==> config.mk <==
export PLATFORM = sky130hd
export DESIGN_NAME = gcc_queue
export DESIGN_NICKNAME = d
export VERILOG_FILES = /design/src/design/assert_macros.svh /design/src/design/gcc_pkg.sv /design/src/design/gcc_queue.sv
export SDC_FILE = /design/constraint.sdc
export NUM_CORES = 1
export LEC_CHECK = 0
export ABC_AREA = 1
export CORE_MARGIN = 1.5
export CORE_UTILIZATION = 57
export DETAILED_ROUTE_END_ITERATION = 12
export DONT_BUFFER_PORTS = 1
export GPL_ROUTABILITY_DRIVEN = 0
export HOLD_SLACK_MARGIN = 0.03
export PLACE_DENSITY = 0.75
export RECOVER_POWER = 50
export SYNTH_ARGS = -nofsm -noshare
export SYNTH_HDL_FRONTEND = slang
export SYNTH_SLANG_ARGS = --single-unit
export TNS_END_PERCENT = 10
==> constraint.sdc <==
create_clock -name clk -period 8.9 [get_ports clk]
set_input_delay 2.225 -clock clk [delete_from_list [all_inputs] [get_ports clk]]
set_output_delay 2.225 -clock clk [all_outputs]
set_load 0.005 [all_outputs]
==> src/design/assert_macros.svh <==
// Assertion macros shared by the RTL of the gradient corner color block.
// Depends on nothing; every assertion is clocked on clk and disabled while rst_n is low.
`ifndef ASSERT_MACROS_SVH
`define ASSERT_MACROS_SVH
`ifndef ASSERT_OFF
`define GCC_ASSERT(lbl, prop, msg) \
  lbl: assert property (@(posedge clk) disable iff (!rst_n) prop) else $error(msg);
`define GCC_ASSERT_NEVER(lbl, cond, msg) \
  lbl: assert property (@(posedge clk) disable iff (!rst_n) !(cond)) else $error(msg);
`else
`define GCC_ASSERT(lbl, prop, msg)
`define GCC_ASSERT_NEVER(lbl, cond, msg)
`endif
`endif

==> src/design/gcc_pkg.sv <==
// Shared types, constants and helper functions of the gradient corner color block.
// Depends on nothing; used by the front end, the queue, the back end and the top level.
`timescale 1ns / 1ps
package gcc_pkg;

  localparam int DirW       = 16;
  localparam int ColorW     = 8;
  localparam int NumW       = DirW + 1;
  localparam int DivisorW   = 32;
  localparam int QuotW      = 18;
  localparam int DividendW  = 47;
  localparam int RootW      = 63;
  localparam int WeightW    = 17;
  localparam int QueueDepth = 2;

  localparam logic [WeightW-1:0] WeightHalf = 17'd32768;
  localparam logic [WeightW-1:0] WeightFull = 17'd65536;
  localparam logic [QuotW-1:0]   OffsetMax  = 18'd32768;

  // One classified item handed from the front end to the back end.
  typedef struct packed {
    logic signed [NumW-1:0] num_a;    // dx + dy, corner (-1,-1)
    logic signed [NumW-1:0] num_b;    // dy - dx, corner (1,-1)
    logic [DivisorW-1:0]    divisor;
    logic                   compressed;
    logic                   zero_dir;
    logic [ColorW-1:0]      s_red;
    logic [ColorW-1:0]      s_green;
    logic [ColorW-1:0]      s_blue;
    logic [ColorW-1:0]      s_alpha;
    logic [ColorW-1:0]      e_red;
    logic [ColorW-1:0]      e_green;
    logic [ColorW-1:0]      e_blue;
    logic [ColorW-1:0]      e_alpha;
  } gcc_item_t;

  // floor(a * op / 255), exact for every 16-bit product.
  function automatic logic [ColorW-1:0] scale_alpha(input logic [ColorW-1:0] a,
                                                     input logic [ColorW-1:0] op);
    logic [15:0] x;
    logic [16:0] s;
    x = a * op;
    s = {1'b0, x} + 17'(x >> 8) + 17'd1;
    return s[15:8];
  endfunction

endpackage

==> src/design/gcc_queue.sv <==
// Short queue of classified items between the front end and the back end.
// Depends on gcc_pkg for the item type.
`timescale 1ns / 1ps
module gcc_queue #(
  parameter int Depth = gcc_pkg::QueueDepth
) (
  input  logic               clk,
  input  logic               rst_n,
  input  logic               push,
  input  gcc_pkg::gcc_item_t push_item,
  output logic               full,
  input  logic               pop,
  output gcc_pkg::gcc_item_t pop_item,
  output logic               empty
);
  import gcc_pkg::*;

  localparam int PtrW = (Depth > 1) ? $clog2(Depth) : 1;
  localparam int CntW = $clog2(Depth + 1);

  gcc_item_t entry_r [Depth];
  logic [PtrW-1:0] wr_ptr_r, rd_ptr_r;
  logic [CntW-1:0] count_r;
  logic do_push, do_pop;

  assign full    = (count_r == CntW'(Depth));
  assign empty   = (count_r == '0);
  assign do_push = push && !full;
  assign do_pop  = pop && !empty;
  assign pop_item = entry_r[rd_ptr_r];

  always_ff @(posedge clk) begin
    if (!rst_n) begin
      wr_ptr_r <= '0;
      rd_ptr_r <= '0;
      count_r  <= '0;
    end else begin
      if (do_push) wr_ptr_r <= (wr_ptr_r == PtrW'(Depth - 1)) ? '0 : wr_ptr_r + 1'b1;
      if (do_pop)  rd_ptr_r <= (rd_ptr_r == PtrW'(Depth - 1)) ? '0 : rd_ptr_r + 1'b1;
      if (do_push && !do_pop)      count_r <= count_r + 1'b1;
      else if (do_pop && !do_push) count_r <= count_r - 1'b1;
    end
    if (do_push) entry_r[wr_ptr_r] <= push_item;
  end

endmodule

# ---- Word level (Yosys, flattened, before mapping)
# Memories as Yosys holds them, arrays and structs flattened. A register that Yosys moved wholly into a read port is not among the register bits.
# Index checks and enable logic that the tools add are counted.
dict set report totals {
  reg_bits 4
  elab_cells 27
  input_bits 136
  memories 1
  ram_bits 264
  output_inout_bits 134
}
# memory words word_bits read_ports rd_ports_with_merged_regs write_ports line
set memory_table {}
lappend memory_table {entry_r 2 132 1 1 1 gcc_queue.sv:21} ;# gcc_item_t entry_r [Depth];
dict set report op_classes {
  n_reduce_logical 10
  add_sub_neg 4
  n_eq_ne 1
  n_mux 8
}
# op n
set op_table {}
lappend op_table {{$mux W1} 6}
lappend op_table {{$logic_and A1 B1 Y1} 4}
lappend op_table {{$logic_not A1 Y1} 4}
lappend op_table {{$mux W2} 2}
lappend op_table {{$add A1 B1 Y1 const B} 2}
lappend op_table {{$add A2 B1 Y2 const B} 1}
lappend op_table {{$eq A2 B2 Y1 const B} 1}
lappend op_table {{$logic_not A2 Y1} 1}
lappend op_table {{$reduce_bool A2 Y1} 1}
lappend op_table {{$sub A2 B1 Y2 const B} 1}

# ---- Depth between registers and ports, before layout
dict set report logic_depth {
  ltp_word 7
  ltp_mapped 10
}

# ---- Worst setup path before layout
# OpenSTA, ideal clock, no wires.
dict set report synth_timing {
  kind {input-to-reg}
  from {input push}
  to {memory entry_r[0][0] in the netlist's numbering (enable)}
  arrival_time_ps 7863
  slack_ps 411
  n_path_buf 0
  stages 2
  cell_sequence {o21ai_0 nor2_1}
}
dict set report synth_between {
  elab_chain_len 3
}
# element line
set synth_rtl {}
lappend synth_rtl {{start: declaration} gcc_queue.sv:9} ;# input logic push,
lappend synth_rtl {{$logic_and A1 B1 Y1} gcc_queue.sv:28} ;# assign do_push = push && !full;
lappend synth_rtl {{$mux W1} gcc_queue.sv:43} ;# if (do_push) entry_r[wr_ptr_r] <= push_item;
lappend synth_rtl {{$mux W1 (not written as such)} gcc_queue.sv:43}
lappend synth_rtl {{end: declaration} gcc_queue.sv:21}
# No other way between the ends.

# ---- Worst setup path after layout
dict set report layout_timing {
  from {input push}
  to {memory entry_r[1][46] in the netlist's numbering (enable)}
}
# The elaborated chain is that of the path after synthesis.

==> results.txt <==
Outcome -> finished, violations left
Failing checks -> capacitance limit, slew limit
DRT Pass-1 Iters -> 4
Vias per cell -> 5.70
Period utilization -> 65.4%
Via count -> 4043
Grt ovf -> 0
Post-route ant nets -> 0
Sequential area share after synthesis -> 79.5%
Mapped Area -> 10100 um2
Final setup vio count -> 0
# H-tree levels -> 1
TritonCTS clock tree -> done
Tightest Hold Check Type -> flop to flop
Initial antenna violation count -> 0
WL final -> 16.5 mm
Largest family of logic cells by synthesized area -> multiplexers
Maximum vdd drop -> 0.200 mV
Clock transition at path regs -> 0.06 ns
Worst-Skew Late Latency -> 0.51 ns
Critical path class -> primary input to flop
Core Area -> 17300 um2
Internal -> 2.41 mW
Top-Level Pins -> 270
Synthesis Warnings -> 0
Worst-path fanout max -> 51
PortBufs -> 0
Diode count -> 0
Post-synth EDFFs -> 264
DRT iter0 DRCs -> 282
Synth Area in Simple Gates -> 0.743%
Synth Area in Compound Gates -> 0.198%
Mapped Nets -> 586
CP endpoint kind -> flop
Final worst path period need -> 5.82 ns
WL per Instance -> 23.3 um
Post-Synth XOR/XNOR Area -> 0%
# resized after CTS -> 0
Finished Layout Cells -> 709
Most frequent cell after synthesis -> edfxtp_1
Synth-to-layout area growth -> 9.06%
Power Density -> 288 nW/um2
Longest Clk Path Bufs -> 3
Asr flop ratio synth -> 0%
Synth area leader -> edfxtp_1
Combinational Power Share -> 16.8%
Post-synthesis mux area share -> 17.7%
Max_slew headroom -> -79.6%
Max-slew violations -> 69
Clock power share -> 30.0%
Leak pwr -> 3.75 nW
Die area -> 18500 um2
Syn Area/Cell -> 22.5 um2
Drt drc -> 0
CP arrival -> 5.95 ns
First-pass GRT wire length -> 23.4 mm
Gr usage total -> 17.0%
Initial Util -> 58.4%
FF+latch count, synth -> 269
Worst Setup Start Kind -> primary input
Nets -> 603
Total power -> 3.17 mW
Max_cap viols -> 2
Distinct cell type count after synthesis -> 15
Synth top area cells -> edfxtp_1 79%, mux2_4 12%, mux2_2 5.8%
Hold buffers post-CTS -> 0
Std-Cell Rows -> 48
Post-Syn Instances -> 449
Area share of the largest cell type after synthesis -> 78.5%
Vias in the first global route -> 4008
P_sw -> 0.760 mW
Die width -> 136 um
FMAX -> 0.172 GHz
Clock Sink Count -> 269
Seq pwr share -> 53.2%
Die H -> 136 um
Worst Skew -> 0.0176 ns
Adder-cell area share of the yosys netlist -> 0.124%
Switching share of power -> 24.0%
Largest net degree at the start of global routing -> 74
Detailed placement HPWL -> 11.1 mm
Worst Tran Pin Value -> 2.68 ns
# placed instances -> 664
Final design utilization -> 63.7%
Commonest cells in the netlist -> 264 x edfxtp_1, 80 x mux2_4, 52 x mux2_2
Post-CTS Repair Setup Buffers -> 0
RSZ-0062 raised after global routing -> false
Final hold violation count -> 0
CTS Buf Count -> 25
Fill count -> 1168
Share of cells above drive strength 1 -> 34.9%
Setup TNS Final -> 0 ns
CTS root buf -> clkbuf_16
Post-synth top flop -> edfxtp_1
Required time worst endpoint -> 9.03 ns
[cells by family (layout without fill, tap and decap cells)]
logic type	count (synthesis)	count (layout)
flip-flops	269	269
AND/OR/NAND/NOR	19	19
adder cells (fa/ha/maj)	1	1
multiplexers	132	132
AO/OA/AOI/OAI	4	4
buffers and inverters	24	59
[placed cells by master, fill, tap and decap left out, drive strengths merged, types with 3 or more instances in the layout]
cell type	instances
buf	5
clkbuf	33
clkinv	11
dfxtp	5
edfxtp	264
inv	9
mux2	132
nand2	6
nor2	11
o21ai	3
[per-stage QoR]
| step | cell area [um2] | worst slack [ns] | hold slack [ns] |
|---|---|---|---|
| 6_report | 11000 | 3.08 | 0.534 |
| 2_1_floorplan | 10100 | 0.411 | 0.467 |
| 3_5_place_dp | 10300 | 3.75 | 0.494 |
| 5_1_grt | 11000 | 2.63 | 0.565 |
| 4_1_cts | 11000 | 3.58 | 0.528 |
| 3_3_place_gp | 10300 | 3.85 | 0.483 |
[state kept, by name, indices dropped and copies added, names as in the netlist, named ones only]
signal / flops
wr_ptr_r: 1
entry_r: 264
rd_ptr_r: 1
count_r: 2
[cell type report]
type	count	area, um2	area share (%)
clock buffers	33	656	5.95
clock inverters	12	77.6	0.704
inverters	9	33.8	0.307
multi-input cells	156	1890	17.2
flip-flops and latches	269	8030	72.9
well taps	225	282	2.56
repair buffers	5	37.5	0.341
[path summary, 6_finish.rpt]
check,start,end,slack [ns],cells after the start
max,push,entry_r[1][46]$_DFFE_PP_,3.08,4
min reg2reg,rd_ptr_r$_SDFFE_PN0P_,flop,0.53,2
max reg2reg,count_r[0]$_SDFFE_PN0P_,entry_r[1][46]$_DFFE_PP_,4.30,4
min,rd_ptr_r$_SDFFE_PN0P_,flop,0.53,2
[routing by layer]
layer | track usage (%) | part of all wire, % | wire length, um
met4 | 6.32 | 3.6 | 588
met2 | 28.5 | 49 | 8150
met5 | 0 | 0 | 0
met1 | 18.6 | 34 | 5650
met3 | 8.50 | 13 | 2130
[worst max-delay path, stage by stage]
cell	delay, ns
o21ai_0	0.17
nor2_1	2.02
buf_4	0.80
buf_4	0.66
[power by group through the flow]
stage,combinational (mW),clock (mW),sequential [mW]
after floorplan,0.487,0,1.70
after global placement,0.529,0,1.70
after detailed placement,0.543,0,1.72
after CTS,0.545,0.976,1.69
after global routing,0.574,1.02,1.71
final,0.531,0.952,1.69
(Power assumes the default switching activity.)
