==> config.mk <==
export PLATFORM = sky130hd
export DESIGN_NAME = gcc_back
export DESIGN_NICKNAME = d
export VERILOG_FILES = /design/src/design/assert_macros.svh /design/src/design/gcc_pkg.sv /design/src/design/gcc_back.sv
export SDC_FILE = /design/constraint.sdc
export NUM_CORES = 2
export LEC_CHECK = 0
export BUFFER_PORTS_ARGS = -buffer_cell sky130_fd_sc_hd__buf_2
export CAP_MARGIN = 20
export CORE_ASPECT_RATIO = 1.2
export CORE_MARGIN = 2
export CORE_UTILIZATION = 45
export DETAILED_ROUTE_END_ITERATION = 6
export SYNTH_ARGS = -nofsm -noshare
export SYNTH_HDL_FRONTEND = slang
export SYNTH_SLANG_ARGS = --single-unit
export TNS_END_PERCENT = 10
==> constraint.sdc <==
create_clock -name clk -period 8.5 [get_ports clk]
set_input_delay 1.275 -clock clk [delete_from_list [all_inputs] [get_ports clk]]
set_output_delay 1.275 -clock clk [all_outputs]
set_load 0.01 [all_outputs]
==> src/design/assert_macros.svh <==
// Assertion macros shared by the RTL of the gradient corner color block.
// Depends on nothing; every assertion is clocked on clk and disabled while rst_n is low.
`ifndef ASSERT_MACROS_SVH
`define ASSERT_MACROS_SVH
`ifndef ASSERT_OFF
`define GCC_ASSERT(lbl, prop, msg) \
  lbl: assert property (@(posedge clk) disable iff (!rst_n) prop) else $error(msg);
`define GCC_ASSERT_NEVER(lbl, cond, msg) \
  lbl: assert property (@(posedge clk) disable iff (!rst_n) !(cond)) else $error(msg);
`else
`define GCC_ASSERT(lbl, prop, msg)
`define GCC_ASSERT_NEVER(lbl, cond, msg)
`endif
`endif

==> src/design/gcc_pkg.sv <==
// Shared types, constants and helper functions of the gradient corner color block.
// Depends on nothing; used by the front end, the queue, the back end and the top level.
`timescale 1ns / 1ps
package gcc_pkg;

  localparam int DirW       = 16;
  localparam int ColorW     = 8;
  localparam int NumW       = DirW + 1;
  localparam int DivisorW   = 32;
  localparam int QuotW      = 18;
  localparam int DividendW  = 47;
  localparam int RootW      = 63;
  localparam int WeightW    = 17;
  localparam int QueueDepth = 2;

  localparam logic [WeightW-1:0] WeightHalf = 17'd32768;
  localparam logic [WeightW-1:0] WeightFull = 17'd65536;
  localparam logic [QuotW-1:0]   OffsetMax  = 18'd32768;

  // One classified item handed from the front end to the back end.
  typedef struct packed {
    logic signed [NumW-1:0] num_a;    // dx + dy, corner (-1,-1)
    logic signed [NumW-1:0] num_b;    // dy - dx, corner (1,-1)
    logic [DivisorW-1:0]    divisor;
    logic                   compressed;
    logic                   zero_dir;
    logic [ColorW-1:0]      s_red;
    logic [ColorW-1:0]      s_green;
    logic [ColorW-1:0]      s_blue;
    logic [ColorW-1:0]      s_alpha;
    logic [ColorW-1:0]      e_red;
    logic [ColorW-1:0]      e_green;
    logic [ColorW-1:0]      e_blue;
    logic [ColorW-1:0]      e_alpha;
  } gcc_item_t;

  // floor(a * op / 255), exact for every 16-bit product.
  function automatic logic [ColorW-1:0] scale_alpha(input logic [ColorW-1:0] a,
                                                     input logic [ColorW-1:0] op);
    logic [15:0] x;
    logic [16:0] s;
    x = a * op;
    s = {1'b0, x} + 17'(x >> 8) + 17'd1;
    return s[15:8];
  endfunction

endpackage

==> src/design/gcc_back.sv <==
// Back end: two bit-serial dividers give the corner weights, then one corner a cycle
// is blended through a two-stage multiply and add. Depends on gcc_pkg.
`timescale 1ns / 1ps
module gcc_back (
  input  logic                        clk,
  input  logic                        rst_n,
  input  logic                        q_empty,
  input  gcc_pkg::gcc_item_t          q_item,
  output logic                        q_pop,
  output logic                        out_valid,
  output logic [1:0]                  out_corner,
  output logic [gcc_pkg::ColorW-1:0]  out_red,
  output logic [gcc_pkg::ColorW-1:0]  out_green,
  output logic [gcc_pkg::ColorW-1:0]  out_blue,
  output logic [gcc_pkg::ColorW-1:0]  out_alpha,
  output logic                        out_last_corner
);
  import gcc_pkg::*;

  localparam logic [1:0] B_IDLE = 2'd0;
  localparam logic [1:0] B_DIV  = 2'd1;
  localparam logic [1:0] B_EMIT = 2'd2;
  localparam int ProdW = ColorW + 1 + WeightW + 1;

  logic [1:0] state_r;
  logic [4:0] step_r;
  logic [1:0] corner_r;
  gcc_item_t item_r;
  logic [DivisorW-1:0] rem_a_r, rem_b_r;
  logic [QuotW-1:0] lo_a_r, lo_b_r, q_a_r, q_b_r;

  logic [NumW-1:0] mag_a, mag_b;
  logic [DividendW-1:0] n_a, n_b;
  logic [DivisorW:0] t_a, t_b;
  logic ge_a, ge_b;

  logic [QuotW-1:0] qc_a, qc_b, q_sel;
  logic neg_sel;
  logic [WeightW-1:0] w_cur;
  logic signed [ColorW:0] diff [4];
  logic [ColorW-1:0] s_ch [4];
  logic [ColorW-1:0] e_ch [4];

  logic p_valid_r;
  logic [1:0] p_corner_r;
  logic signed [ProdW-1:0] prod_r [4];
  logic [ColorW-1:0] p_e_r [4];
  logic [ColorW+3:0] chan [4];

  assign q_pop = (state_r == B_IDLE) && !q_empty;

  // Dividend is |n| * 2^15 (L1 divisor) or |n| * 2^30 (root divisor).
  always_comb begin
    mag_a = q_item.num_a[NumW-1] ? NumW'(-q_item.num_a) : NumW'(q_item.num_a);
    mag_b = q_item.num_b[NumW-1] ? NumW'(-q_item.num_b) : NumW'(q_item.num_b);
    n_a = q_item.compressed ? {15'b0, mag_a, 15'b0} : {mag_a, 30'b0};
    n_b = q_item.compressed ? {15'b0, mag_b, 15'b0} : {mag_b, 30'b0};
  end

  assign t_a  = {rem_a_r, lo_a_r[QuotW-1]};
  assign t_b  = {rem_b_r, lo_b_r[QuotW-1]};
  assign ge_a = (t_a >= {1'b0, item_r.divisor});
  assign ge_b = (t_b >= {1'b0, item_r.divisor});

  assign qc_a = (q_a_r > OffsetMax) ? OffsetMax : q_a_r;
  assign qc_b = (q_b_r > OffsetMax) ? OffsetMax : q_b_r;

  // Corners 0 and 3 use dx+dy with opposite sign, corners 1 and 2 use dy-dx.
  always_comb begin
    unique case (corner_r)
      2'd0: begin q_sel = qc_a; neg_sel =  item_r.num_a[NumW-1]; end
      2'd1: begin q_sel = qc_b; neg_sel =  item_r.num_b[NumW-1]; end
      2'd2: begin q_sel = qc_b; neg_sel = !item_r.num_b[NumW-1]; end
      default: begin q_sel = qc_a; neg_sel = !item_r.num_a[NumW-1]; end
    endcase
    if (item_r.zero_dir)  w_cur = WeightFull;
    else if (neg_sel)     w_cur = WeightHalf - WeightW'(q_sel);
    else                  w_cur = WeightHalf + WeightW'(q_sel);
  end

  always_comb begin
    s_ch[0] = item_r.s_red;   e_ch[0] = item_r.e_red;
    s_ch[1] = item_r.s_green; e_ch[1] = item_r.e_green;
    s_ch[2] = item_r.s_blue;  e_ch[2] = item_r.e_blue;
    s_ch[3] = item_r.s_alpha; e_ch[3] = item_r.e_alpha;
    for (int i = 0; i < 4; i++) begin
      diff[i] = $signed({1'b0, s_ch[i]}) - $signed({1'b0, e_ch[i]});
      chan[i] = (ColorW+4)'($signed({4'b0, p_e_r[i]}) + (ColorW+4)'(prod_r[i] >>> 16));
    end
  end

  always_ff @(posedge clk) begin
    if (!rst_n) begin
      state_r   <= B_IDLE;
      p_valid_r <= 1'b0;
      out_valid <= 1'b0;
    end else begin
      p_valid_r <= (state_r == B_EMIT);
      out_valid <= p_valid_r;
      unique case (state_r)
        B_IDLE: if (!q_empty) state_r <= q_item.zero_dir ? B_EMIT : B_DIV;
        B_DIV:  if (step_r == 5'(QuotW - 1)) state_r <= B_EMIT;
        B_EMIT: if (corner_r == 2'd3) state_r <= B_IDLE;
        default: state_r <= B_IDLE;
      endcase
    end

    unique case (state_r)
      B_IDLE: begin
        item_r   <= q_item;
        step_r   <= '0;
        corner_r <= '0;
        rem_a_r  <= DivisorW'(n_a[DividendW-1:QuotW]);
        rem_b_r  <= DivisorW'(n_b[DividendW-1:QuotW]);
        lo_a_r   <= n_a[QuotW-1:0];
        lo_b_r   <= n_b[QuotW-1:0];
      end
      B_DIV: begin
        step_r  <= step_r + 5'd1;
        rem_a_r <= ge_a ? DivisorW'(t_a - {1'b0, item_r.divisor}) : t_a[DivisorW-1:0];
        rem_b_r <= ge_b ? DivisorW'(t_b - {1'b0, item_r.divisor}) : t_b[DivisorW-1:0];
        lo_a_r  <= lo_a_r << 1;
        lo_b_r  <= lo_b_r << 1;
        q_a_r   <= {q_a_r[QuotW-2:0], ge_a};
        q_b_r   <= {q_b_r[QuotW-2:0], ge_b};
      end
      B_EMIT: corner_r <= corner_r + 2'd1;
      default: ;
    endcase

    p_corner_r <= corner_r;
    for (int i = 0; i < 4; i++) begin
      prod_r[i] <= ProdW'(diff[i]) * ProdW'($signed({1'b0, w_cur}));
      p_e_r[i]  <= e_ch[i];
    end

    out_corner      <= p_corner_r;
    out_last_corner <= p_valid_r && (p_corner_r == 2'd3);
    out_red         <= chan[0][ColorW-1:0];
    out_green       <= chan[1][ColorW-1:0];
    out_blue        <= chan[2][ColorW-1:0];
    out_alpha       <= chan[3][ColorW-1:0];
  end

endmodule

**After elaboration in Yosys (flattened, before gate mapping)**

Memory sizes are Yosys's and may differ from the RTL's.
Cells that the tools add are included.

- Reduce and logical (&&, ||, !) cells: 11
- Multiply operators: 4
- $add $sub $neg: 16
- Order comparisons: 4
- Equal/unequal tests: 10
- Mux-type cells: 23

Operator list:

| kind | count |
|---|---|
| 32-bit one-hot mux with 2 select lines | 2 |
| 17-bit two-way mux | 7 |
| 9-bit by 18-bit multiplier with 27-bit output | 4 |
| 47-bit two-way mux | 2 |
| 18-bit one-hot mux with 2 select lines | 2 |
| 33-bit by 32-bit greater-or-equal comparator with 1-bit output | 2 |
| 32-bit two-way mux | 2 |
| 32-bit subtractor | 2 |
| 18-bit by 16-bit greater-than comparator with 1-bit output, second input constant | 2 |
| 8-bit by 8-bit subtractor with 9-bit output | 4 |
| 17-bit negator | 2 |
| 8-bit adder | 4 |
| 16-bit by 17-bit adder with 17-bit output, first input constant | 1 |
| 16-bit by 17-bit subtractor with 17-bit output, first input constant | 1 |
| 5-bit one-hot mux with 2 select lines | 1 |
| 2-bit == test, second input constant | 4 |
| 2-bit two-way mux | 4 |
| 2-bit one-hot mux with 3 select lines | 1 |
| 5-bit by 1-bit adder with 5-bit output, second input constant | 1 |
| 5-bit == test, second input constant | 1 |
| 2-bit by 1-bit == test with 1-bit output, second input constant | 2 |
| 2-bit logical NOT | 2 |
| 2-bit != test, second input constant | 2 |
| 2-bit one-hot mux with 2 select lines | 1 |
| 8 further kinds | 12 |

- Output and inout port bits: 37
- Input port bits: 135
- Memories: 2
- Bits in writable memories: 140
- Flip-flop bits (word level): 315

Memory list:

| name | depth | bits a word | read ports | clocked after Yosys merged registers in | write ports | line | RTL |
|---|---|---|---|---|---|---|---|
| prod_r | 4 | 27 | 4 | 0 | 4 | gcc_back.sv:46 | `logic signed [ProdW-1:0] prod_r [4];` |
| p_e_r | 4 | 8 | 4 | 0 | 4 | gcc_back.sv:47 | `logic [ColorW-1:0] p_e_r [4];` |

**Depth between registers and ports, before layout**

- Word-level depth: 7
- Gate-level depth with buffers: 33
- Depth with buffers taken out: 31

**Least setup slack after synthesis**

No wires, ideal clock.

- Path kind: reg-to-reg
- Start: register corner_r[0]
- End: memory prod_r[2][23] (netlist bit)
- Buffers on the path: 2
- Data arrival time: 7.784 ns
- Setup time: 0.072 ns
- Path slack: 0.643 ns
- Required time: 8.428 ns
- Cell stages (with the launch flop): 30
- Path through: edfxtp_1 > inv_1 > ha_1 > nor4_2 > a22oi_1 > ha_1 > nor2_1 > xnor2_1 > or2_2 > clkbuf_1 > clkbuf_1 > nor2_1 > fa_1 > fa_1 > fa_1 > fa_1 > inv_1 > fa_1 > inv_1 > ha_1 > o21ai_0 > a21oi_1 > a221oi_1 > o31a_1 > o21ai_0 > a41o_1 > o41a_1 > a21o_1 > a21oi_1 > xnor2_1

RTL lines:

| what | line | RTL |
|---|---|---|
| start: declaration | gcc_back.sv:27 | `logic [1:0] corner_r;` |
| start signal: assignment | gcc_back.sv:127 | `B_EMIT: corner_r <= corner_r + 2'd1;` |
| end: declaration | gcc_back.sv:46 |  |

==> impl_summary.md <==
Timing
Setup slack on the critical path of the routed design comes to 0.501 ns. The maximum clock rate is 125 MHz. The hold violation total from the final report is 0. For the finished layout, the period the worst path requires is 8.00 ns. The max-slew headroom at the worst pin is 0.357.

After routing, the total negative slack on setup checks comes to 0 ns. On the final layout, the worst clock skew is 0.0256 ns. The final worst-path cycle share is 0.941. Setup repair after global routing left no endpoint under its margin. The number of setup violations in the final report is 0. The slew of the pin with the lowest slew margin is 0.964 ns.

The number of slew-limit violations in the final report is 0.

Place
At the placement stage, the worst setup path has a slack of 0.251 ns. Input and output buffers added on the ports amount to 171. The placed cell count is 4412.

The detailed placement HPWL is 67.8 mm. The routability-driven placement congestion ratio is 0.912.

Clocking
After clock tree synthesis, the clock-pin slew on the worst setup and hold paths is 0.06 ns. The insertion delay of the later-clocked pin in the worst-skew pair is 0.57 ns. The number of buffers created by CTS is 39. Counting along the longest clock path gives a buffer depth of 3. The root buffer cell is sky130_fd_sc_hd__clkbuf_16. CTS saw 317 sinks. The number of cells upsized or downsized after cts is 0. The H-tree depth is 2.

The cts-stage hold buffer count is 0. TritonCTS built the clock tree. The post-CTS setup-driven buffer insertion count is 0.

Detailed routing
After detailed routing, the met3 layer carries 4.26 mm of wire. The detailed-route DRC error count is 0. The overall via count from detail_route is 24.2k. The topmost layer with routed signal wires is met5.

The remaining antenna violation count after routing is 0. The total iterations of the first detailed-routing run is 6. The violation count after the first detailed-routing iteration is 1605. The met2 wire length is 43.5 mm. After detailed routing, the average wire length per cell comes to 19.3 microns. Summed over all layers, the routed wires come to 86.8 mm. In the routed layout, each cell is associated on average with a via count of 5.40. The met1 routed wirelength after detailed routing is 34.4 mm.

Power
Across the VDD grid, the largest voltage drop is 0.266 mV. In this run the static leakage power is 17.9 nW. The power per cell area is 343 nW/um^2.

Final layout
Of the cells placed in the final design, the portion with a size suffix greater than 1 is 0.117. In the final layout, the multi-input gates occupy 22700 sq um. Summing all flip-flop and latch instances after layout gives 8470 sq um.

The count of nets after finishing is 4423. The synthesis-to-finish area growth is 11.6%. The final-layout fill cell count is 6757. For this run, the number of standard cells in the final layout without fillers is 4487.

Logic synthesis
The number of enable flip-flop cells after synthesis is 212. For this run, the leading register cell type out of synthesis is sky130_fd_sc_hd__edfxtp_1. The synthesized netlist net count is 4234. Sorting the synthesized cells by area gives the leading types as sky130_fd_sc_hd__fa_1 26%, sky130_fd_sc_hd__edfxtp_1 19%, sky130_fd_sc_hd__ha_1 13%. Each instance of the synthesized netlist takes up on average 9.94 sq um.

Ranked by instance count, the synthesized netlist is headed by 477 x sky130_fd_sc_hd__nor2_1, 430 x sky130_fd_sc_hd__fa_1, 404 x sky130_fd_sc_hd__inv_1. The number of synthesized register bits is 317. The synthesized area is 33100 sq um.

The netlist uses 76 different library cells. The total number of yosys warnings is 0. The share of the Yosys chip area taken by registers is 0.256.

The fraction of post-synthesis cell area in the top cell type by area is 0.260. Counting flops with an async set or reset pin after synthesis yields a share of 0. Synthesis handed over a netlist of 3331 instances. The cell taking the most area after synthesis is sky130_fd_sc_hd__fa_1. The most instantiated library cell after synthesis is sky130_fd_sc_hd__nor2_1.

Critical path
The beginning of the worst register-to-register path is q_a_r[2]. The family with the most delay on the worst path is adder cells. Along the worst path, the maximum fanout reaches 20.

For the worst setup path, the data required time is 8.94 ns. The maximum single-stage delay on the critical path is 0.56 ns. The critical path contains buffers and inverters numbering 2 combined. The most used cell along the critical path is sky130_fd_sc_hd__fa_1. For the worst setup path, the data arrival time is 8.44 ns. The type of origin of the critical path is a flip-flop. The category of the critical setup timing path is flip-flop to flip-flop. The worst register-to-register path has a depth of 27. STA classifies the critical path endpoint as a flip-flop.

Setup slack on the worst reg-to-reg path comes out at 0.50 ns. The worst register-to-register path ends at prod_r[0][23]. The master of the slowest instance on the critical path is sky130_fd_sc_hd__fa_1.

Die
The die covers 75800 sq um. The number of core rows is 108. The standard cell core area is 72600 sq um. The initial utilization of the core area, before any placement, comes to 0.456. In this run the vertical extent of the chip is 301 microns. 172 I/O pins were placed. Measured along the x axis, the die boundary spans 252 microns.

Worst hold path
For hold timing, the worst endpoint is p_e_r[2][5]. The class of the worst hold path is flip-flop to flip-flop. The source of the worst hold timing path is e_ch[13].

Along the worst hold path, the cell count comes to 0.

Flow run
The tool flagged a number of max-cap violations equal to 0.

Global route
The via count of the first global-routing pass was 25.6k. The number of antenna violations at the first check in global routing was 1. The first global-routing pass estimated 139 mm of wire. The remaining global-route overflow is 0. Entering global routing, the biggest net connects 64 pins. For this run, the total global-route usage over all layers was measured as 0.236.

Status
The run finished with clean final reports.
[worst max path at each step]
| stage | start | endpoint | slack, ns | cells past startpoint |
|---|---|---|---|---|
| 6_report | q_a_r[2] | prod_r[0][23] | 0.50 | 27 |
| 4_1_cts | corner_r[0] | prod_r[1][23] | 0.26 | 30 |
| 3_5_place_dp | corner_r[0] | prod_r[1][23] | 0.25 | 30 |
| 3_3_place_gp | corner_r[0] | prod_r[1][23] | 0.45 | 30 |
| 5_1_grt | corner_r[0] | prod_r[0][23] | 0.002 | 29 |
| 2_1_floorplan | corner_r[0] | prod_r[2][23] | 0.64 | 29 |
[cell type report]
class                   count  area share
clock buffers              58      0.0309
clock inverters            14     0.00599
repair buffers            280      0.0462
inverters                 405      0.0411
well taps                 935      0.0317
flip-flops and latches    317       0.229
multi-input cells        2477       0.615
diodes                      1   0.0000677
[kinds of logic (layout without fill, tap and decap cells)]
| group | count (synthesis) | count (layout) | synth area share |
|---|---|---|---|
| compound gates | 468 | 468 | 0.0923 |
| xor+xnor | 199 | 199 | 0.0526 |
| fa+ha+maj | 768 | 768 | 0.388 |
| buf+inv | 537 | 757 | 0.0616 |
| flops | 317 | 317 | 0.256 |
| mux | 39 | 39 | 0.0119 |
| other cells | 0 | 1 | 0 |
| simple gates | 1003 | 1003 | 0.138 |
[flip-flops by register name, summed over array words and instances (netlist names), 3 cells and up]
register   cells
item_r        67
e_ch          32
p_e_r         32
prod_r        32
rem_a_r       32
rem_b_r       32
q_a_r         18
q_b_r         18
out_alpha      8
out_blue       8
out_green      8
out_red        8
step_r         5
lo_a_r         3
lo_b_r         3
[metrics by stage]
step	util	instance area, sq um	total power [mW]	hold slack (ns)
floorplan	-	33100	8.72	0.323
detailed placement	0.489	35500	10.9	0.355
global route	0.509	36900	14.1	0.371
global placement	0.489	35500	10.9	0.355
finish	0.509	36900	12.7	0.365
CTS	0.508	36800	12.8	0.368
[power by group]
group / switching [mW] / internal (mW) / total (mW)
combinational: 4.85 / 3.84 / 8.69
sequential: 0.140 / 2.07 / 2.21
clock: 0.682 / 1.09 / 1.77
total: 5.67 / 7.00 / 12.7
[worst reg2reg max path, delay by kind of cell (launching register included)]
| kind | cells | cell delay [ns] |
|---|---|---|
| adders and majority gates | 6 | 2.56 |
| AOI/OAI and AO/OA | 12 | 2.41 |
| and+or+nand+nor | 5 | 1.63 |
| DFF | 1 | 0.44 |
| xor gates and xnor gates | 2 | 0.44 |
| buffers and inverters | 2 | 0.39 |
[cell usage in the layout (no fill, tap or decap), drive strengths merged, types with 58 or more instances in the layout]
| master | Yosys | routed |
|---|---|---|
| clkbuf | 122 | 58 |
| xor2 | 95 | 95 |
| a21o | 73 | 73 |
| buf | 10 | 280 |
| ha | 338 | 338 |
| dfxtp | 105 | 105 |
| o21ai | 73 | 73 |
| inv | 404 | 406 |
| edfxtp | 212 | 212 |
| xnor2 | 104 | 104 |
| nand2 | 199 | 199 |
| a21oi | 118 | 118 |
| or3 | 75 | 75 |
| fa | 430 | 430 |
| nor2 | 477 | 477 |
[per-layer routing]
layer,vias to the layer above,global-route usage
li1,11500,-
met4,2,0.114
met1,12000,0.287
met5,-,0
met2,642,0.415
met3,163,0.0290
(Power assumes the default switching activity.)
